**src/rtl/etm_pkg.sv**
```systemverilog
// Shared constants, tables and types of the exponential tone map.
`default_nettype none

package etm_pkg;

	// Fixed field widths
	localparam int PIX_W     = 24;
	localparam int SCALE_W   = 16;
	localparam int PROD_W    = PIX_W + SCALE_W;
	localparam int FRAC_W    = 16;
	localparam int OUT_W     = 16;

	// Exponential datapath: Q0.32 values with one guard bit for 1.0
	localparam int Q_W       = 33;
	localparam int SUM_W     = 35;
	localparam int TERMS     = 16;
	localparam int INT_LIMIT = 32;
	localparam int N_W       = 5;
	localparam int RECIP_W   = 34;

	localparam int IN_FRAC_BITS_DEF = 12;
	localparam int OUT_BITS_DEF     = 16;

	localparam logic [SCALE_W-1:0] SCALE_RST = 16'd3277;
	localparam logic [Q_W-1:0]     Q32_ONE   = 33'h1_0000_0000;

	// exp(-1) in Q0.32, from the same truncated series at f = 1.0
	localparam logic [31:0] EXP_M1 = 32'd1580030169;

	// Reciprocals ceil(2^s / k) that give an exact floor(x / k) for 33-bit x
	localparam logic [RECIP_W-1:0] RECIP_TAB [1:TERMS] = '{
		34'd8589934592,  34'd8589934592,  34'd11453246123, 34'd8589934592,
		34'd13743895348, 34'd11453246123, 34'd9817068106,  34'd8589934592,
		34'd15270994831, 34'd13743895348, 34'd12494450316, 34'd11453246123,
		34'd10572227191, 34'd9817068106,  34'd9162596899,  34'd8589934592
	};
	localparam int RECIP_SH [1:TERMS] = '{
		33, 34, 35, 35, 36, 36, 36, 36, 37, 37, 37, 37, 37, 37, 37, 37
	};

	// Number of root bits for a given input fraction width
	function automatic int root_width(input int in_frac_bits);
		return (PROD_W + FRAC_W - in_frac_bits + 1) >> 1;
	endfunction

	typedef struct packed {
		logic [OUT_W-1:0] blue;
		logic [OUT_W-1:0] green;
		logic [OUT_W-1:0] red;
		logic             last;
	} pix_t;

endpackage

`default_nettype wire

```
**src/rtl/etm_out.sv**
```systemverilog
// Output register with one skid entry; freezes the pipeline only while the skid is full.
`default_nettype none

module etm_out (
	input  wire logic          clk,
	input  wire logic          arst_n,
	input  wire logic          in_valid,
	input  wire etm_pkg::pix_t in_beat,
	output logic               advance,
	input  wire logic          m_tready,
	output logic               m_tvalid,
	output etm_pkg::pix_t      out_beat
);
	import etm_pkg::*;

	logic skid_v_q;
	pix_t skid_q;
	logic fire;

	assign advance = !skid_v_q;
	assign fire    = in_valid && advance;

	always_ff @(posedge clk or negedge arst_n) begin
		if (!arst_n) begin
			m_tvalid <= 1'b0;
			skid_v_q <= 1'b0;
		end else if (!m_tvalid || m_tready) begin
			if (skid_v_q) begin
				m_tvalid <= 1'b1;
				skid_v_q <= 1'b0;
			end else begin
				m_tvalid <= fire;
			end
		end else if (fire) begin
			skid_v_q <= 1'b1;
		end
	end

	always_ff @(posedge clk) begin
		if (!m_tvalid || m_tready) begin
			out_beat <= skid_v_q ? skid_q : in_beat;
		end else if (fire) begin
			skid_q <= in_beat;
		end
	end

endmodule

`default_nettype wire

```
**config.mk**
```make
export PLATFORM = sky130hd
export DESIGN_NAME = etm_out
export DESIGN_NICKNAME = d
export VERILOG_FILES = /design/src/rtl/etm_pkg.sv /design/src/rtl/etm_out.sv
export SDC_FILE = /design/constraint.sdc
export NUM_CORES = 1
export LEC_CHECK = 0
export ABC_AREA = 1
export BUFFER_PORTS_ARGS = -buffer_cell sky130_fd_sc_hd__clkbuf_2
export CORE_MARGIN = 1.5
export CORE_UTILIZATION = 35
export CTS_BUF_LIST = sky130_fd_sc_hd__clkbuf_16
export DETAILED_ROUTE_END_ITERATION = 10
export PLACE_DENSITY_LB_ADDON = 0.08
export SETUP_SLACK_MARGIN = 0.4
export SYNTH_ARGS = -nofsm -noshare
export SYNTH_HDL_FRONTEND = slang
export SYNTH_SLANG_ARGS = --single-unit
```
**constraint.sdc**
```tcl
create_clock -name clk -period 4.1 [get_ports clk]
set_input_delay 0.41 -clock clk [delete_from_list [all_inputs] [get_ports clk]]
set_output_delay 0.41 -clock clk [all_outputs]
set_load 0.01 [all_outputs]
```
==> flow_metrics.tcl <==
set metrics [dict create \
    vias_per_cell 4.24 \
    max_freq_mhz 361 \
    row_count 37 \
    final_cell_area_um2 4600 \
    synth_cells 266 \
    ant_nets 0 \
    ioPinCount 104 \
    htreeDepth 3 \
    clk_pin_slew_ns 0.07 \
    internal-power_uw 1810 \
    arrival_ns 2.77 \
    multi_input_area_um2 587 \
    cts_sinks 100 \
    final_nets 425 \
    synth.net_count 319 \
    rsz0062_at_grt "no" \
    area_growth_pct 24.6 \
    synth.cell_area_um2 3690 \
    status "finished clean" \
    cts_tree "done" \
    final.min_clock_period_ns 2.77 \
    swShare 0.211 \
    clock_path_buffers 2 \
    use_met2 0.201 \
    clock-skew-final_ns 0.00868 \
    fin_crit_sh 0.676 \
    diodes 0 \
    top_usage_layer "met2" \
    crit_path_start "skid_v_q" \
    switching_power_uw 484 \
    end_kind "register" \
    vdd_drop_max_v 0.000214 \
    hold_viol 0 \
    pwr-share-clk 0.370 \
    reg2regPathDepth 4 \
    start_util 0.359 \
    drv_slew 0 \
    hold_path_class "input port to register" \
    grt_usage 0.131 \
    totalWireLength_mm 6.91 \
    cp-endpoint "skid_q[35]" \
    ys_seq_area_frac 0.811 \
    dp.cells 496 \
    synth_cell_types 9 \
    clk_latency_ns 0.33 \
    maxCapViolCount 0 \
    gp_congestion 0.640 \
    slew_headroom 0.386 \
    path_class "register to register" \
    pwr-share-seq 0.543 \
    synth_area_per_cell_um2 13.9 \
    dr.pass1.iters 4 \
    synth_warnings 0 \
    grt_first_pass_wirelength_mm 11.0 \
    grt_antenna_before_repair 0 \
    worstPathRequired_ns 4.10 \
    met1_usage 0.173 \
    num-fill-cells 1000 \
    setup_violations 0 \
    critical_path.max_fanout 51 \
    timing.rr.end "skid_q[35]" \
    cts-root-buf "clkbuf_16" \
    seqCellArea_um2 2990 \
    drt_iter0_markers 55 \
    dr_total_vias 2169 \
    cts_buffers 9 \
    drc 0 \
    dpl_cell_area_um2 4290 \
    wire_per_inst_um 13.5 \
    postCtsSetupBuffers 0 \
    rrSetupSlack_ns 1.33 \
    finalSetupTns_ns 0 \
    tightest_slew_ns 0.921 \
    post_route_cells_drive_above_1_share 0.323 \
    coreArea_um2 10300 \
    p_leak_uw 0.00201 \
    die_w_um 106 \
    p_per_area_nw_per_um2 499 \
    rr_startpoint "skid_v_q" \
    fp.dieH_um 106 \
    hpwl_mm 4.47 \
    pwr-share-comb 0.086 \
    grt.met3_usage 0.0340 \
    stdcell_count 511 \
    synth_seq_cells 100 \
    overflow 0 \
    portBuffers 103 \
    grt_pass1_vias 2198 \
    cp-start-kind "register" \
    die_area_um2 11200 \
    grt_max_degree 52 \
]
[critical path, cell delays in order, from the launching register on]
cell	delay [ns]
dfrtp_2	0.74
inv_6	0.46
nand2_1	0.16
nor2_4	0.64
buf_4	0.42
[power by group through the flow]
stage / sequential, uW / clock [uW] / combinational [uW]
after global routing: 1260 / 902 / 225
after CTS: 1250 / 874 / 204
after global placement: 1270 / 0 / 202
after detailed placement: 1270 / 0 / 202
after floorplan: 1290 / 0 / 90.6
final: 1250 / 850 / 198
[worst min-delay path by stage]
stage	startpoint	depth (start not counted)	endpoint
finish	in_beat[0]	1	skid_q[0]
global route	in_beat[48]	1	skid_q[48]
CTS	in_beat[44]	1	skid_q[44]
detailed placement	arst_n	1	m_tvalid
global placement	arst_n	1	m_tvalid
floorplan	arst_n	0	m_tvalid
[cell families (layout without fill, tap and decap cells)]
logic type / Yosys count / in the layout / synth area share
buf+inv: 13 / 122 / 0.0329
flops: 100 / 100 / 0.811
simple gates: 153 / 153 / 0.156
[metal layers]
metal  part of all wire  vias up
li1                   -     1105
met1               0.47      995
met2               0.46       63
met3              0.056        6
met4              0.013        0
met5                  0        -
[stage by stage]
step	setup slack (ns)	total power, uW	utilization	hold slack, ns
2_1_floorplan	0.414	1380	-	0.114
3_3_place_gp	1.27	1470	0.418	0.208
3_5_place_dp	1.21	1470	0.418	0.210
4_1_cts	1.21	2330	0.448	0.257
5_1_grt	1.05	2380	0.448	0.267
6_report	1.33	2300	0.448	0.271
[flip-flops by register name, indices dropped and copies added, names as in the netlist]
name,flops
m_tvalid,1
out_beat,49
skid_v_q,1
skid_q,49
[timing repair]
| action | 4_1_cts | 5_1_grt |
|---|---|---|
| hold endpoints to repair | 2 | 0 |
| hold buffers | 1 | 0 |
| gates resized for setup | 0 | 0 |
[cell type report]
type                            count  share of cell area
Clock buffer                        9              0.0490
Multi-Input combinational cell    153               0.128
Timing Repair Buffer              106               0.117
Clock inverter                      5              0.0155
Tap cell                          136              0.0370
Sequential cell                   100               0.651
Inverter                            2             0.00272
[cell usage in the layout, fill, tap and decap left out]
master | Yosys | layout
buf_4 | 4 | 2
bufinv_16 | 0 | 2
clkbuf_16 | 0 | 9
clkbuf_2 | 0 | 103
clkinv_1 | 0 | 1
dfrtp_1 | 2 | 1
dfrtp_2 | 0 | 1
dlygate4sd3_1 | 0 | 1
edfxtp_1 | 98 | 98
inv_1 | 1 | 3
inv_6 | 1 | 1
nand2_1 | 150 | 149
nand2_2 | 0 | 1
nor2_1 | 2 | 1
nor2_2 | 1 | 1
nor2_4 | 0 | 1
[cell usage after synthesis, drive strengths merged]
master  instances  area (um^2)
nand2         150          563
edfxtp         98         2940
buf            11          109
nor2            3         13.8
dfrtp           2         50.1
inv             2         12.5
(Power assumes the default switching activity.)
