==> src/rtl/etm_pkg.sv <==
// Shared constants, tables and types of the exponential tone map.
`default_nettype none

package etm_pkg;

	// Fixed field widths
	localparam int PIX_W     = 24;
	localparam int SCALE_W   = 16;
	localparam int PROD_W    = PIX_W + SCALE_W;
	localparam int FRAC_W    = 16;
	localparam int OUT_W     = 16;

	// Exponential datapath: Q0.32 values with one guard bit for 1.0
	localparam int Q_W       = 33;
	localparam int SUM_W     = 35;
	localparam int TERMS     = 16;
	localparam int INT_LIMIT = 32;
	localparam int N_W       = 5;
	localparam int RECIP_W   = 34;

	localparam int IN_FRAC_BITS_DEF = 12;
	localparam int OUT_BITS_DEF     = 16;

	localparam logic [SCALE_W-1:0] SCALE_RST = 16'd3277;
	localparam logic [Q_W-1:0]     Q32_ONE   = 33'h1_0000_0000;

	// exp(-1) in Q0.32, from the same truncated series at f = 1.0
	localparam logic [31:0] EXP_M1 = 32'd1580030169;

	// Reciprocals ceil(2^s / k) that give an exact floor(x / k) for 33-bit x
	localparam logic [RECIP_W-1:0] RECIP_TAB [1:TERMS] = '{
		34'd8589934592,  34'd8589934592,  34'd11453246123, 34'd8589934592,
		34'd13743895348, 34'd11453246123, 34'd9817068106,  34'd8589934592,
		34'd15270994831, 34'd13743895348, 34'd12494450316, 34'd11453246123,
		34'd10572227191, 34'd9817068106,  34'd9162596899,  34'd8589934592
	};
	localparam int RECIP_SH [1:TERMS] = '{
		33, 34, 35, 35, 36, 36, 36, 36, 37, 37, 37, 37, 37, 37, 37, 37
	};

	// Number of root bits for a given input fraction width
	function automatic int root_width(input int in_frac_bits);
		return (PROD_W + FRAC_W - in_frac_bits + 1) >> 1;
	endfunction

	typedef struct packed {
		logic [OUT_W-1:0] blue;
		logic [OUT_W-1:0] green;
		logic [OUT_W-1:0] red;
		logic             last;
	} pix_t;

endpackage

`default_nettype wire

==> src/rtl/etm_root.sv <==
// Exposure multiply and pipelined integer square root, one root bit per stage.
`default_nettype none

module etm_root #(
	parameter int IN_FRAC_BITS = etm_pkg::IN_FRAC_BITS_DEF,
	parameter int ROOT_W       = etm_pkg::root_width(etm_pkg::IN_FRAC_BITS_DEF)
) (
	input  wire logic                        clk,
	input  wire logic                        en,
	input  wire logic [etm_pkg::PIX_W-1:0]   pix,
	input  wire logic [etm_pkg::SCALE_W-1:0] scale,
	output logic      [ROOT_W-1:0]           root
);
	import etm_pkg::*;

	localparam int RAD_W = 2 * ROOT_W;
	localparam int REM_W = ROOT_W + 3;
	localparam int SH    = FRAC_W - IN_FRAC_BITS;

	logic [RAD_W-1:0]  rad_s  [ROOT_W+1];
	logic [REM_W-1:0]  rem_s  [ROOT_W+1];
	logic [ROOT_W-1:0] root_s [ROOT_W+1];

	logic [RAD_W-1:0]  rad_nxt  [ROOT_W];
	logic [REM_W-1:0]  rem_nxt  [ROOT_W];
	logic [ROOT_W-1:0] root_nxt [ROOT_W];
	logic [REM_W-1:0]  rem_try  [ROOT_W];
	logic [REM_W-1:0]  trial    [ROOT_W];
	logic [PROD_W-1:0] prod;

	assign prod = PROD_W'(pix) * PROD_W'(scale);

	always_comb begin
		for (int j = 0; j < ROOT_W; j++) begin
			rem_try[j] = {rem_s[j][REM_W-3:0], rad_s[j][RAD_W-1 -: 2]};
			trial[j]   = REM_W'({root_s[j], 2'b01});
			rad_nxt[j] = rad_s[j] << 2;
			if (rem_try[j] >= trial[j]) begin
				rem_nxt[j]  = rem_try[j] - trial[j];
				root_nxt[j] = {root_s[j][ROOT_W-2:0], 1'b1};
			end else begin
				rem_nxt[j]  = rem_try[j];
				root_nxt[j] = {root_s[j][ROOT_W-2:0], 1'b0};
			end
		end
	end

	always_ff @(posedge clk) begin
		if (en) begin
			rad_s[0]  <= RAD_W'(prod) << SH;
			rem_s[0]  <= '0;
			root_s[0] <= '0;
			for (int j = 0; j < ROOT_W; j++) begin
				rad_s[j+1]  <= rad_nxt[j];
				rem_s[j+1]  <= rem_nxt[j];
				root_s[j+1] <= root_nxt[j];
			end
		end
	end

	assign root = root_s[ROOT_W];

endmodule

`default_nettype wire

==> config.mk <==
export PLATFORM = sky130hd
export DESIGN_NAME = etm_root
export DESIGN_NICKNAME = d
export VERILOG_FILES = /design/src/rtl/etm_pkg.sv /design/src/rtl/etm_root.sv
export SDC_FILE = /design/constraint.sdc
export NUM_CORES = 2
export LEC_CHECK = 0
export ABC_AREA = 1
export BUFFER_PORTS_ARGS = -buffer_cell sky130_fd_sc_hd__buf_2
export CAP_MARGIN = 25
export CORE_UTILIZATION = 56
export CTS_CLUSTER_SIZE = 40
export DETAILED_ROUTE_END_ITERATION = 7
export PLACE_DENSITY = 0.72
export SLEW_MARGIN = 5
export SYNTH_ARGS = -nofsm -noshare
export SYNTH_HDL_FRONTEND = slang
export SYNTH_SLANG_ARGS = --single-unit
==> constraint.sdc <==
create_clock -name clk -period 5.5 [get_ports clk]
set_clock_uncertainty 0.15 [all_clocks]
set_input_delay 0.55 -clock clk [delete_from_list [all_inputs] [get_ports clk]]
set_output_delay 0.55 -clock clk [all_outputs]
set_load 0.03 [all_outputs]
==> results by group <==
Route
  • DRC: 0
  • DR WL/cell: 17.2 um
  • 1st-iter DRT viols: 4594
  • Vias per inst: 5.22
  • Drt first pass iters: 7
  • Final WL: 188000 um
  • Routed Antenna Nets: 0
  • Via count: 57.2k

Logic synthesis
  • Syn Std Cell Area: 75000 um2
  • #FFs+latches synth: 1126
  • Post-synth EDFFs: 1126
  • Ys async rst share: 0%
  • Yosys warning count: 0
  • Average size of a mapped cell: 8.47 um2
  • Top cells by count, synth: nand2_1 (2911), inv_1 (1745), edfxtp_1 (1126)
  • Cell count after synthesis: 8854
  • Top post-synthesis cells by area: edfxtp_1 (45%), nand2_1 (15%), inv_1 (8.7%)
  • Dominant synthesized flop cell: edfxtp_1
  • Most numerous cell in the Yosys netlist: nand2_1
  • Syn Nets: 9588
  • Area leader, netlist: edfxtp_1
  • Register area share after synthesis: 45.1%
  • Synth unique cells: 50
  • Share of the synthesized area in the top cell type: 45.1%

Cells and area
  • Antenna cells: 0
  • Fill count: 11.6k
  • Layout cells sized above 1: 6.27%
  • Layout area overhead: 10.1%
  • Fin cells: 10.9k
  • Final nets: 9822

CTS
  • Max H-tree Level: 3
  • Root Driver: clkbuf_16
  • Clk slew on worst S/H paths: 70 ps
  • Clk buf depth: 3
  • CTS tree: built
  • # clock sinks: 1126
  • Post-CTS Setup Bufs: 0
  • CTS buffer count: 116
  • Worst skew pair latency: 740 ps

Floorplan
  • Rows: 133
  • Initial Util: 56.7%
  • Die width: 368 um
  • IO Pins: 64
  • Die Area: 135000 um2
  • Die height: 368 um
  • Core area: 132000 um2

Min path
  • Hold Crit Class: primary input to flop
  • Hold Path Depth: 1

STA
  • Endpoints failing setup: 0
  • Final hold violation count: 0
  • Slew margin rel.: 27.4%
  • RSZ-0062 raised after global routing: no
  • Minimum clock period: 5260 ps
  • Max Transition Viols Final: 0
  • Max Freq: 190 MHz
  • Pin slew with the least headroom to its limit: 1090 ps
  • Setup TNS: 0 ps
  • Final Cycle Share: 95.6%

Global route
  • Largest net degree at the start of global routing: 141
  • GRT Total Usage: 28.1%
  • Initial antenna violation count: 4
  • Overflow after GRT: 0
  • Vias in the first global route: 55.8k
  • First-pass GRT wire length: 299000 um

Place
  • PortBufs: 63
  • Placer Congestion: 0.933
  • Inst Count DP: 10.7k
  • Detailed Place HPWL: 150000 um

Pwr
  • Lkg Pwr: 39.6 nW
  • Peak VDD IR: 0.000970 V
  • Power per Cell Area: 509 nW/um2

Critical path
  • CP Class: primary input to flop
  • CP endpoint kind: flop
  • Max Fanout on Critical Path: 14
  • Setup crit start kind: primary input
  • CP Data Required Time: 5850 ps
  • Worst reg2reg path depth: 12
  • Worst Path Arrival: 5610 ps

Run status
  • Status: complete, no violations

Run
  • Total of max-cap violations: 0
## cell type report
cell class	count	area [um2]	share of cell area (%)
clock buffers	127	2990	3.62
clock inverters	91	1060	1.28
inverters	1762	6620	8.01
multi-input cells	5827	33900	41.0
flip-flops and latches	1126	33800	41.0
well taps	1755	2200	2.66
repair buffers	255	2040	2.47
## per-stage QoR
stage	hold slack [ps]	power [W]	setup slack, ps	utilization, %	area, um2
detailed placement	255	0.0338	-542	59.4	78500
CTS	187	0.0422	257	62.5	82500
global route	216	0.0455	18.7	62.5	82600
floorplan	250	0.0257	-1.53	-	75300
finish	205	0.0420	241	62.5	82600
global placement	251	0.0336	-453	59.4	78500
## logic make-up after synthesis
family	after synthesis	synth area share, %
buf+inv	1901	9.87
compound gates	547	3.89
fa+ha+maj	692	14.6
simple gates	4384	24.1
other cells	1	0.00500
flops	1126	45.1
xor+xnor	203	2.37
## state kept, by name, summed over array words and instances, names as in the netlist
name / flops
rem_s: 453
rad_s: 420
root_s: 253
## power by group
| group | internal [W] | switching [W] | total, W |
|---|---|---|---|
| sequential | 0.0115 | 0.000856 | 0.0124 |
| combinational | 0.00849 | 0.0129 | 0.0214 |
| clock | 0.00480 | 0.00344 | 0.00824 |
## routing by layer
metal  GRT usage, %  routed length, um
met1           39.3              85300
met2           46.5              87800
met3           3.07               9700
met4           7.85               5230
met5              0                  0
## critical path, cell delays in order
cell and delay, ps:
buf_2 290, nand2_1 130, fa_1 550, inv_1 50
fa_1 490, fa_1 610, fa_1 450, fa_1 500
inv_1 50, fa_1 480, inv_1 40, ha_1 320
a21oi_1 250, nand2_1 160, a21oi_1 140, nand3_1 210
buf_4 200, xor2_1 130
## worst paths after layout
kind                            slack, ps         start        endpoint
worst max-delay path                  240      scale[7]    rad_s[0][24]
worst min-delay path                  200            en  root_s[10][18]
worst max register to register       2140  root_s[8][5]    rem_s[2][26]
worst min register to register        250  rad_s[0][72]   rad_s[0][116]
## timing repair
action | in CTS | in global routing
hold buffers | 0 | 0
gates resized for setup | 0 | 4
endpoints found under the setup margin | 0 | 8
## layout by cell type (no fill, tap or decap), types with 19 or more instances in the layout
cell	count
nand4_1	126
buf_2	60
inv_1	1745
nand2_1	2907
clkbuf_16	118
o21ai_0	150
o21ai_1	57
nor2_1	672
nand2_2	20
xor2_1	124
a21oi_2	19
ha_1	380
nor2_2	35
fa_1	307
nor3_1	80
buf_4	170
edfxtp_1	1126
clkinv_1	20
xnor2_1	79
o21bai_1	20
nand3_1	401
buf_12	20
nand3b_1	89
a21oi_1	285
Power figures use the tool's default switching activity.
